--- config.mk ---
export PLATFORM = sky130hd
export DESIGN_NAME = stepper_step_ramp_generator
export DESIGN_NICKNAME = d
export VERILOG_FILES = /design/src/design/ssrg_pkg.sv /design/src/design/stepper_step_ramp_generator.sv
export SDC_FILE = /design/constraint.sdc
export NUM_CORES = 2
export LEC_CHECK = 0
export ABC_CLOCK_PERIOD_IN_PS = 12800
export BUFFER_PORTS_ARGS = -buffer_cell sky130_fd_sc_hd__buf_2
export CORE_ASPECT_RATIO = 1.75
export CORE_MARGIN = 2
export CORE_UTILIZATION = 42
export DETAILED_ROUTE_END_ITERATION = 7
export PLACE_DENSITY = 0.6
export SKIP_LAST_GASP = 1
export SLEW_MARGIN = 20
export SYNTH_ARGS = -nofsm -noshare
export SYNTH_HDL_FRONTEND = slang
export SYNTH_SLANG_ARGS = --single-unit
--- constraint.sdc ---
create_clock -name clk_i -period 12.8 [get_ports clk_i]
set_input_delay 3.84 -clock clk_i [delete_from_list [all_inputs] [get_ports clk_i]]
set_output_delay 3.84 -clock clk_i [all_outputs]
set_load 0.01 [all_outputs]
--- src/design/ssrg_pkg.sv ---
// ----------------------------------------------------------------------------
// ssrg_pkg
// Shared constants, register codes and digit helpers for the step ramp generator.
// ----------------------------------------------------------------------------
package ssrg_pkg;

  localparam int PosW      = 32;
  localparam int PerW      = 16;
  localparam int TolW      = 8;
  localparam int DigitW    = 4;
  localparam int CalcW     = 36;
  localparam int NumDigits = CalcW / DigitW;
  localparam int CntW      = 4;

  localparam int InDataW   = 32;
  localparam int OutFieldW = PosW + 3;
  localparam int OutDataW  = ((OutFieldW + 7) / 8) * 8;
  localparam int OutPadW   = OutDataW - OutFieldW;

  localparam int CfgIdxW   = 3;
  localparam int CfgDataW  = 16;

  localparam logic [CfgIdxW-1:0] CfgEnable     = 3'd0;
  localparam logic [CfgIdxW-1:0] CfgTolerance  = 3'd1;
  localparam logic [CfgIdxW-1:0] CfgFastPeriod = 3'd2;
  localparam logic [CfgIdxW-1:0] CfgSlowPeriod = 3'd3;
  localparam logic [CfgIdxW-1:0] CfgRampSteps  = 3'd4;

  localparam logic            ReqTick        = 1'b0;
  localparam logic            ReqTarget      = 1'b1;

  localparam logic            RstEnable      = 1'b1;
  localparam logic [TolW-1:0] RstTolerance   = 8'd5;
  localparam logic [PerW-1:0] RstFastPeriod  = 16'd1000;
  localparam logic [PerW-1:0] RstSlowPeriod  = 16'd2000;
  localparam logic [PerW-1:0] RstRampSteps   = 16'd200;

  // a + ~b + cin on one digit; carry out in the top bit
  function automatic logic [DigitW:0] dig_sub(input logic [DigitW-1:0] a,
                                              input logic [DigitW-1:0] b,
                                              input logic              cin);
    logic [DigitW:0] s;
    s = {1'b0, a} + {1'b0, ~b} + {{DigitW{1'b0}}, cin};
    return s;
  endfunction

  // LSB-first less-than: a higher digit overrides the lower result
  function automatic logic dig_lt(input logic [DigitW-1:0] a,
                                  input logic [DigitW-1:0] b,
                                  input logic              lt_prev);
    logic r;
    r = (a < b) | ((a == b) & lt_prev);
    return r;
  endfunction

endpackage

--- src/design/stepper_step_ramp_generator.sv ---
// ----------------------------------------------------------------------------
// stepper_step_ramp_generator
// Stepper step generator with a trapezoidal period ramp, digit-serial datapath.
//
// Channel   Dir  Content (LSB first)                         Handshake
// s_axis    in   tuser: req_type; tdata: target_value         tvalid/tready
// m_axis    out  tdata: step_pulse, direction, position,      tvalid/tready
//                moving, zero pad
// cfg       in   cfg_idx_i selects register, cfg_data_i       cfg_we_i
//
// Every beat runs a 4-bit digit pass over 36-bit distances; a step that
// falls inside the ramp also runs the restoring divider for the ramp period.
// Reset is asynchronous, active low, and loads the register defaults.
// The next input beat is taken while a result still waits on m_axis; the
// block holds before its result stage until the output register frees.
// ----------------------------------------------------------------------------
module stepper_step_ramp_generator (
  input  logic                           clk_i,
  input  logic                           rst_ni,
  input  logic                           s_axis_tvalid,
  output logic                           s_axis_tready,
  input  logic [ssrg_pkg::InDataW-1:0]   s_axis_tdata,   // [31:0] target_value
  input  logic                           s_axis_tuser,   // [0] req_type
  output logic                           m_axis_tvalid,
  input  logic                           m_axis_tready,
  // [0] step_pulse, [1] direction, [33:2] position, [34] moving, [39:35] zero
  output logic [ssrg_pkg::OutDataW-1:0]  m_axis_tdata,
  input  logic                           cfg_we_i,
  input  logic [ssrg_pkg::CfgIdxW-1:0]   cfg_idx_i,
  input  logic [ssrg_pkg::CfgDataW-1:0]  cfg_data_i
);
  import ssrg_pkg::*;

  typedef enum logic [2:0] {
    ST_IDLE, ST_LOAD, ST_CALC, ST_DECIDE, ST_MUL, ST_DIV, ST_PERIOD, ST_DONE
  } state_e;

  typedef struct packed {
    logic tp_gt_tol;
    logic pt_gt_tol;
    logic tp_gt_tol1;
    logic pt_gt_tol1;
    logic tp_lt_n;
    logic pt_lt_n;
    logic ps_lt_n;
    logic sp_lt_n;
    logic ps_lt_tp;
    logic ps_lt_pt;
    logic sp_lt_tp;
    logic sp_lt_pt;
  } cmp_t;

  state_e              state_q;
  logic [CntW-1:0]     cnt_q;

  logic                en_q;
  logic [TolW-1:0]     tol_q;
  logic [PerW-1:0]     fast_q;
  logic [PerW-1:0]     slow_q;
  logic [PerW-1:0]     ramp_q;

  logic [PosW-1:0]     pos_q;
  logic [PosW-1:0]     target_q;
  logic [PosW-1:0]     start_q;
  logic [PerW-1:0]     elapsed_q;
  logic [PerW-1:0]     period_q;
  logic                is_tick_q;

  logic [CalcW-1:0]    t_sr_q, p_sr_q, s_sr_q;
  logic [PerW-1:0]     tol_sr_q, tol1_sr_q, n_sr_q;
  logic [CalcW-1:0]    tp_q, pt_q, ps_q, sp_q;
  logic [3:0]          carry_q;
  cmp_t                cmp_q, cmp_d;

  logic [PerW-1:0]     div_r_q, div_q_q;

  logic                res_pulse_q, res_dir_q, res_moving_q;
  logic                out_valid_q;
  logic [OutDataW-1:0] out_data_q;

  logic [DigitW:0]     s_tp, s_pt, s_ps, s_sp;
  logic [DigitW-1:0]   tol_dig, tol1_dig, n_dig;

  logic                rem_neg, fs_neg;
  logic                gt_tol, gt_tol1, rem_lt_n, fs_lt_n, fs_lt_rem, r_lt_n;
  logic [PerW-1:0]     r_lo, m_w, d_w;
  logic                step_ok;
  logic [PerW-1:0]     elapsed_d;
  logic [PosW-1:0]     pos_d;
  logic [PerW:0]       rem17, sub17;
  logic                div_ge;

  assign s_axis_tready = (state_q == ST_IDLE);
  assign m_axis_tvalid = out_valid_q;
  assign m_axis_tdata  = out_data_q;

  always_comb begin
    tol_dig  = tol_sr_q[DigitW-1:0];
    tol1_dig = tol1_sr_q[DigitW-1:0];
    n_dig    = n_sr_q[DigitW-1:0];
    s_tp = dig_sub(t_sr_q[DigitW-1:0], p_sr_q[DigitW-1:0], carry_q[0]);
    s_pt = dig_sub(p_sr_q[DigitW-1:0], t_sr_q[DigitW-1:0], carry_q[1]);
    s_ps = dig_sub(p_sr_q[DigitW-1:0], s_sr_q[DigitW-1:0], carry_q[2]);
    s_sp = dig_sub(s_sr_q[DigitW-1:0], p_sr_q[DigitW-1:0], carry_q[3]);

    cmp_d.tp_gt_tol  = dig_lt(tol_dig, s_tp[DigitW-1:0], cmp_q.tp_gt_tol);
    cmp_d.pt_gt_tol  = dig_lt(tol_dig, s_pt[DigitW-1:0], cmp_q.pt_gt_tol);
    cmp_d.tp_gt_tol1 = dig_lt(tol1_dig, s_tp[DigitW-1:0], cmp_q.tp_gt_tol1);
    cmp_d.pt_gt_tol1 = dig_lt(tol1_dig, s_pt[DigitW-1:0], cmp_q.pt_gt_tol1);
    cmp_d.tp_lt_n    = dig_lt(s_tp[DigitW-1:0], n_dig, cmp_q.tp_lt_n);
    cmp_d.pt_lt_n    = dig_lt(s_pt[DigitW-1:0], n_dig, cmp_q.pt_lt_n);
    cmp_d.ps_lt_n    = dig_lt(s_ps[DigitW-1:0], n_dig, cmp_q.ps_lt_n);
    cmp_d.sp_lt_n    = dig_lt(s_sp[DigitW-1:0], n_dig, cmp_q.sp_lt_n);
    cmp_d.ps_lt_tp   = dig_lt(s_ps[DigitW-1:0], s_tp[DigitW-1:0], cmp_q.ps_lt_tp);
    cmp_d.ps_lt_pt   = dig_lt(s_ps[DigitW-1:0], s_pt[DigitW-1:0], cmp_q.ps_lt_pt);
    cmp_d.sp_lt_tp   = dig_lt(s_sp[DigitW-1:0], s_tp[DigitW-1:0], cmp_q.sp_lt_tp);
    cmp_d.sp_lt_pt   = dig_lt(s_sp[DigitW-1:0], s_pt[DigitW-1:0], cmp_q.sp_lt_pt);
  end

  always_comb begin
    rem_neg  = tp_q[CalcW-1];
    fs_neg   = ps_q[CalcW-1];
    gt_tol   = rem_neg ? cmp_q.pt_gt_tol  : cmp_q.tp_gt_tol;
    gt_tol1  = rem_neg ? cmp_q.pt_gt_tol1 : cmp_q.tp_gt_tol1;
    rem_lt_n = rem_neg ? cmp_q.pt_lt_n    : cmp_q.tp_lt_n;
    fs_lt_n  = fs_neg  ? cmp_q.sp_lt_n    : cmp_q.ps_lt_n;
    unique case ({fs_neg, rem_neg})
      2'b00:   fs_lt_rem = cmp_q.ps_lt_tp;
      2'b01:   fs_lt_rem = cmp_q.ps_lt_pt;
      2'b10:   fs_lt_rem = cmp_q.sp_lt_tp;
      default: fs_lt_rem = cmp_q.sp_lt_pt;
    endcase
    r_lt_n = fs_lt_rem ? fs_lt_n : rem_lt_n;
    if (fs_lt_rem) begin
      r_lo = fs_neg ? sp_q[PerW-1:0] : ps_q[PerW-1:0];
    end else begin
      r_lo = rem_neg ? pt_q[PerW-1:0] : tp_q[PerW-1:0];
    end
    m_w = ramp_q - r_lo;
    d_w = (slow_q < fast_q) ? '0 : slow_q - fast_q;

    step_ok   = is_tick_q & en_q & gt_tol & (elapsed_q >= period_q);
    elapsed_d = (elapsed_q == {PerW{1'b1}}) ? elapsed_q : elapsed_q + 1'b1;
    pos_d     = rem_neg ? pos_q - 1'b1 : pos_q + 1'b1;

    rem17  = {div_r_q, div_q_q[PerW-1]};
    sub17  = rem17 - {1'b0, ramp_q};
    div_ge = (rem17 >= {1'b0, ramp_q});
  end

  always_ff @(posedge clk_i or negedge rst_ni) begin
    if (!rst_ni) begin
      state_q      <= ST_IDLE;
      cnt_q        <= '0;
      en_q         <= RstEnable;
      tol_q        <= RstTolerance;
      fast_q       <= RstFastPeriod;
      slow_q       <= RstSlowPeriod;
      ramp_q       <= RstRampSteps;
      pos_q        <= '0;
      target_q     <= '0;
      start_q      <= '0;
      elapsed_q    <= '0;
      period_q     <= RstFastPeriod;
      is_tick_q    <= 1'b0;
      res_pulse_q  <= 1'b0;
      res_dir_q    <= 1'b0;
      res_moving_q <= 1'b0;
      out_valid_q  <= 1'b0;
    end else begin
      if (cfg_we_i) begin
        unique case (cfg_idx_i)
          CfgEnable:     en_q   <= cfg_data_i[0];
          CfgTolerance:  tol_q  <= cfg_data_i[TolW-1:0];
          CfgFastPeriod: fast_q <= cfg_data_i[PerW-1:0];
          CfgSlowPeriod: slow_q <= cfg_data_i[PerW-1:0];
          CfgRampSteps:  ramp_q <= cfg_data_i[PerW-1:0];
          default: ;
        endcase
      end

      if (out_valid_q && m_axis_tready && (state_q != ST_DONE)) begin
        out_valid_q <= 1'b0;
      end

      unique case (state_q)
        ST_IDLE: begin
          if (s_axis_tvalid) begin
            if (s_axis_tuser == ReqTarget) begin
              target_q  <= s_axis_tdata[PosW-1:0];
              start_q   <= pos_q;
              is_tick_q <= 1'b0;
            end else begin
              elapsed_q <= elapsed_d;
              is_tick_q <= 1'b1;
            end
            state_q <= ST_LOAD;
          end
        end
        ST_LOAD: begin
          t_sr_q    <= {{(CalcW-PosW){target_q[PosW-1]}}, target_q};
          p_sr_q    <= {{(CalcW-PosW){pos_q[PosW-1]}}, pos_q};
          s_sr_q    <= {{(CalcW-PosW){start_q[PosW-1]}}, start_q};
          tol_sr_q  <= {{(PerW-TolW){1'b0}}, tol_q};
          tol1_sr_q <= {{(PerW-TolW){1'b0}}, tol_q} + 1'b1;
          n_sr_q    <= ramp_q;
          carry_q   <= '1;
          cmp_q     <= '0;
          cnt_q     <= '0;
          state_q   <= ST_CALC;
        end
        ST_CALC: begin
          t_sr_q    <= {{DigitW{1'b0}}, t_sr_q[CalcW-1:DigitW]};
          p_sr_q    <= {{DigitW{1'b0}}, p_sr_q[CalcW-1:DigitW]};
          s_sr_q    <= {{DigitW{1'b0}}, s_sr_q[CalcW-1:DigitW]};
          tol_sr_q  <= {{DigitW{1'b0}}, tol_sr_q[PerW-1:DigitW]};
          tol1_sr_q <= {{DigitW{1'b0}}, tol1_sr_q[PerW-1:DigitW]};
          n_sr_q    <= {{DigitW{1'b0}}, n_sr_q[PerW-1:DigitW]};
          tp_q      <= {s_tp[DigitW-1:0], tp_q[CalcW-1:DigitW]};
          pt_q      <= {s_pt[DigitW-1:0], pt_q[CalcW-1:DigitW]};
          ps_q      <= {s_ps[DigitW-1:0], ps_q[CalcW-1:DigitW]};
          sp_q      <= {s_sp[DigitW-1:0], sp_q[CalcW-1:DigitW]};
          carry_q   <= {s_sp[DigitW], s_ps[DigitW], s_pt[DigitW], s_tp[DigitW]};
          cmp_q     <= cmp_d;
          cnt_q     <= cnt_q + 1'b1;
          if (cnt_q == CntW'(NumDigits - 1)) begin
            state_q <= ST_DECIDE;
          end
        end
        ST_DECIDE: begin
          if (is_tick_q && en_q && !gt_tol) begin
            period_q <= fast_q;
          end
          if (step_ok) begin
            elapsed_q    <= '0;
            pos_q        <= pos_d;
            res_pulse_q  <= 1'b1;
            res_dir_q    <= ~rem_neg;
            res_moving_q <= gt_tol1;
            if (r_lt_n) begin
              state_q <= ST_MUL;
            end else begin
              period_q <= fast_q;
              state_q  <= ST_DONE;
            end
          end else begin
            res_pulse_q  <= 1'b0;
            res_dir_q    <= 1'b0;
            res_moving_q <= gt_tol;
            state_q      <= ST_DONE;
          end
        end
        ST_MUL: begin
          {div_r_q, div_q_q} <= {{PerW{1'b0}}, d_w} * {{PerW{1'b0}}, m_w};
          cnt_q   <= '0;
          state_q <= ST_DIV;
        end
        ST_DIV: begin
          div_r_q <= div_ge ? sub17[PerW-1:0] : rem17[PerW-1:0];
          div_q_q <= {div_q_q[PerW-2:0], div_ge};
          cnt_q   <= cnt_q + 1'b1;
          if (cnt_q == CntW'(PerW - 1)) begin
            state_q <= ST_PERIOD;
          end
        end
        ST_PERIOD: begin
          period_q <= fast_q + div_q_q;
          state_q  <= ST_DONE;
        end
        ST_DONE: begin
          if (!out_valid_q || m_axis_tready) begin
            out_data_q  <= {{OutPadW{1'b0}}, res_moving_q, pos_q, res_dir_q, res_pulse_q};
            out_valid_q <= 1'b1;
            state_q     <= ST_IDLE;
          end
        end
        default: state_q <= ST_IDLE;
      endcase
    end
  end

endmodule

## After elaboration in Yosys (flattened, before gate mapping)

Cells that the tools add are included.

- Add/subtract/negate cells: 17
- Reduce and logical (&&, ||, !) cells: 31
- Eq/ne operators: 36
- Multiplexer cells: 46
- Multiply operators: 1
- Order comparisons: 15
- Bitwise operators: 31

Operators by type and width:

| cell | count |
|---|---|
| 16-bit one-hot mux with 2 select lines | 7 |
| 36-bit one-hot mux with 2 select lines | 3 |
| 16-bit two-way mux | 12 |
| 4-bit == test | 12 |
| 4-bit < comparator | 12 |
| 16-bit subtractor | 3 |
| 32-bit by 1-bit adder with 32-bit output (second input constant) | 1 |
| 16-bit by 16-bit multiplier with 32-bit output | 1 |
| 32-bit two-way mux | 1 |
| 32-bit by 1-bit subtractor with 32-bit output (second input constant) | 1 |
| 12-bit one-hot mux with 2 select lines | 1 |
| 3-bit one-hot mux with 8 select lines | 1 |
| 4-bit by 4-bit adder with 5-bit output | 4 |
| 5-bit by 1-bit adder with 5-bit output | 4 |
| 2-bit AND reduction | 10 |
| 17-bit by 16-bit >= comparator with 1-bit output | 1 |
| 16-bit by 1-bit adder with 16-bit output (second input constant) | 1 |
| 16-bit adder | 1 |
| 16-bit == test (second input constant) | 1 |
| 16-bit >= comparator | 1 |
| 16-bit < comparator | 1 |
| 4-bit one-hot mux with 2 select lines | 2 |
| 1-bit AND | 15 |
| 3-bit == test (second input constant) | 5 |
| 26 further kinds | 76 |

- Register bits: 580
- Logic and storage cells: 220
- Output and inout bits: 42
- Bits of input ports: 57

## Depth between registers and ports, before layout

- Depth after elaboration: 7
- Gate-level depth with buffers: 38
- Mapped depth without buffers: 35

## Worst setup path before layout

No wires, ideal clock.

- Path kind: input port to flip-flop
- Start: input rst_ni
- End: register carry_q[0], enable pin
- Data required time: 11,933 ps
- Stages on the path: 1
- Data arrival time: 14,407 ps
- Setup slack: -2,474 ps
- Setup time: 867 ps
- Buffers on the path: 0
- Cell sequence: nor3b_1

- Cells in the longest elaborated chain, start to end: 1

RTL lines:

| what | line | source |
|---|---|---|
| start, declared | stepper_step_ramp_generator.sv:19 | `input logic rst_ni,` |
| 2-bit AND reduction (no line) | n/a |  |
| end signal, assigned | stepper_step_ramp_generator.sv:223 | `carry_q <= {s_sp[DigitW], s_ps[DigitW], s_pt[DigitW], s_tp[DigitW]};` |
| end, declared | stepper_step_ramp_generator.sv:72 | `logic [3:0] carry_q;` |

Every way passes these cells.
A chain may end at the register's enable or synchronous reset.

## Final worst setup path

- Start: register ps_q[35]
- End: register div_r_q[14], data pin

- Cells in the longest elaborated chain, start to end: 6
- Elaborated cells on any way between the ends: 9
- Those cells by class: add/sub: 1; mul: 1; eq/ne: 2; mux: 4; reduce/logical: 1

RTL lines:

| what | line | source |
|---|---|---|
| start, declared | stepper_step_ramp_generator.sv:71 | `logic [CalcW-1:0] tp_q, pt_q, ps_q, sp_q;` |
| start signal, assigned | stepper_step_ramp_generator.sv:221 | `ps_q <= {s_ps[DigitW-1:0], ps_q[CalcW-1:DigitW]};` |
| 2-bit == test (tied with other cells) | stepper_step_ramp_generator.sv:127 | `unique case ({fs_neg, rem_neg})` |
| 1-bit one-hot mux with 3 select lines | stepper_step_ramp_generator.sv:127 |  |
| 16-bit two-way mux * | stepper_step_ramp_generator.sv:134 | `if (fs_lt_rem) begin` |
| 16-bit subtractor * | stepper_step_ramp_generator.sv:139 | `m_w = ramp_q - r_lo;` |
| 16-bit by 16-bit multiplier with 32-bit output * | stepper_step_ramp_generator.sv:254 | `{div_r_q, div_q_q} <= {{PerW{1'b0}}, d_w} * {{PerW{1'b0}}, m_w};` |
| 16-bit one-hot mux with 2 select lines * | stepper_step_ramp_generator.sv:186 | `unique case (state_q)` |
| end signal, assigned | stepper_step_ramp_generator.sv:254 |  |
| end signal, assigned | stepper_step_ramp_generator.sv:259 | `div_r_q <= div_ge ? sub17[PerW-1:0] : rem17[PerW-1:0];` |
| end, declared | stepper_step_ramp_generator.sv:75 | `logic [PerW-1:0] div_r_q, div_q_q;` |

Every way passes the cells marked *; elsewhere a longest branch is shown, timed or not.

==> impl_results.md <==
* Slew Limit Headroom at 20.4%
* Slowest library cell on the worst path: mux4_2
* Hold WS at about 400 ps
* HPWL after DPL at 72,700 um
* Mean area per synthesized cell at roughly 11 um2
* Final setup violation count at 0
* Final hold vios at 0
* First-pass DRT Iterations at 5
* Top sig layer: met4
* Ys flop type: edfxtp_1
* Worst min-delay path class: reg -> reg
* Post-DRT Antenna Nets at 0
* Tot GR Track Use at around 22%
* Most frequent CP cell: fa_1
* WL per Instance at 20.2 um
* Crit path required time at 13,150 ps
* Ant. Diodes at 0
* Final worst-path setup slack at around 2400 ps
* Dpl ws at 2440 ps
* Share of post-route cells with drive strength above 1 at about 11%
* Setup Buffers After CTS at 0
* Mapped Cells at roughly 3.4k
* # Max-Cap Violations at 0
* Clock insertion delay at the later pin of the skew report at between 600 and 700 ps
* H-tree levels at 2
* Die Wd at approximately 230 um
* CTS clock-pin slew for the worst setup and hold paths at roughly 70 ps
* Worst path bufs/invs at 4
* Area of the multi-input gates at between 0.015 and 0.02 mm2
* Critical-path maximum fanout at 34
* Number of hold buffers added after CTS at 0
* Core Box Area at 0.0856 mm2
* First-pass GRT wire length at ~150,000 um
* Worst Skew at 37.0 ps
* Startpoint Class: register
* Via density at around 5.3
* Die Y at 393 um
* Vias in the first global route at 26.0k
* CTS resizes at 0
* Ys Warns at 0
* Largest net degree at the start of global routing at 77
* Detailed-routing wirelength on met1 at 34,200 um
* Non-filler cells, final at around 4.7k
* Most frequent cells in the layout: 588 x nand2_1, 359 x edfxtp_1, 347 x inv_1
* Clock buffer depth at 3
* Mapped Area at 0.0363 mm2
* Commonest non-fill, non-tap cell in the layout: nand2_1
* Met3 wire len at between 3000 and 4000 um
* Critical path arrival at 10,750 ps
* Final Cycle Share at 81.3%
* CTS tree: yes
* Root Driver: clkbuf_16
* Nets at slightly above 4k
* Port Buffers at 93
* Crit path max-delay family: adder cells
* Crit-path max cell delay at about 650 ps
* Area growth syn-to-layout at 10.1%
* DIE AREA at between 0.08 and 0.09 mm2
* Fmax at a little under 100 MHz
* Status: finished clean
* Post-synth EDFFs at 359
* Drt drc at 0
* Setup tns final at 0 ps
* I/O Pins at ~100
* Final min period at between 10,000 and 15,000 ps
* Initial Util at between 40% and 50%
* Async SR Flop Fraction at 35.4%
* Seq/Total Area, Yosys at between 40% and 50%
* Unrepaired setup endpoints after global routing: no
* Crit. End Element: register
* Via count at 24.8k
* GP Congestion at 0.948
* Initial antenna violation count at 1
* Clk sinks at 556
* Slew @ Worst Pin at 1190 ps
* Register area at between 0.015 and 0.02 mm2
* Slew Limit Fails at 0
* Crit Path Category: reg -> reg
* Cell row count at approximately 140
* Yosys cell types at 77
* Final WL at ~95,000 um
* GR Overflow Total at 0
* DRT iter0 DRCs at about 1.3k
* Placed Cells at 4,609
* CTS Buf Count at 52
* Met2 WL post-DR at about 51,000 um
* Fill cell count at just over 8k
* Synth Register Bits at approximately 560
==> cells in the mapped netlist (24+ instances only) <==
library cell    n  area (um2)
nor2_1        204         766
nand2_1       589        2210
dfrtp_1       173        4330
xnor2_1        73         639
dfstp_2        24         631
nor2b_1        39         244
o21a_1         25         188
a211oi_1       24         180
and2_1         34         213
a31oi_1        27         169
mux2_2        105        1180
nand2b_1       63         394
o21ai_0       174         871
and3_1         39         244
ha_1          277        3470
edfxtp_1      359       10800
xor2_1         54         473
clkbuf_1       81         304
nand3_1        37         185
a21o_1         55         413
mux2i_1        50         500
fa_1          207        4140
inv_1         347        1300
a21oi_1       138         691
nor3_1         36         180
==> per-layer routing <==
metal	vias up	track usage [%]
met5	-	0
met4	0	13.3
met3	237	2.52
met2	523	41.8
met1	12260	22.9
li1	11796	-
==> logic make-up after synthesis <==
group / count (synthesis) / share of synthesized area (%)
buffers and inverters: 456 / 4.90
AO/OA/AOI/OAI: 536 / 9.24
XOR/XNOR: 127 / 3.07
flip-flops: 556 / 43.4
adder cells (fa/ha/maj): 484 / 21.0
multiplexers: 156 / 4.70
AND/OR/NAND/NOR: 1116 / 13.7
other: 1 / 0.0103
==> layout make-up <==
class | instances | share of cell area [%]
flip-flops and latches | 556 | 39.4
clock buffers | 76 | 3.95
inverters | 347 | 3.26
multi-input cells | 2424 | 47.2
clock inverters | 22 | 0.583
repair buffers | 130 | 1.94
well taps | 1152 | 3.61
==> final timing paths <==
path | from | to | slack [ps] | depth (start not counted)
max in group asynchronous | rst_ni | elapsed_q[5] | 8090 | 3
min | tp_q[28] | tp_q[24] | 400 | 0
min in group asynchronous | rst_ni | target_q[27] | 3150 | 1
max | ps_q[35] | div_r_q[14] | 2400 | 34
min reg2reg | tp_q[28] | tp_q[24] | 400 | 0
max reg2reg | ps_q[35] | div_r_q[14] | 2400 | 34
==> stage by stage <==
step	instance area, um2	utilization (%)
after global routing	39900	46.6
after CTS	39900	46.6
final	39900	46.6
after floorplan	36300	-
after detailed placement	38100	44.5
after global placement	38100	44.5
==> flip-flops by register name (all words and copies together), names as in the netlist, 12 cells and up <==
signal / cells
cmp_q: 12
div_q_q: 16
div_r_q: 16
elapsed_q: 16
fast_q: 16
m_axis_tdata: 35
n_sr_q: 16
p_sr_q: 33
period_q: 16
pos_q: 32
ps_q: 36
pt_q: 36
ramp_q: 16
s_sr_q: 33
slow_q: 16
sp_q: 36
start_q: 32
t_sr_q: 33
target_q: 32
tp_q: 36
Power is left out: the tool's default activity adds up to more than one toggle a clock period on the data nets, which glitch-free logic cannot reach.
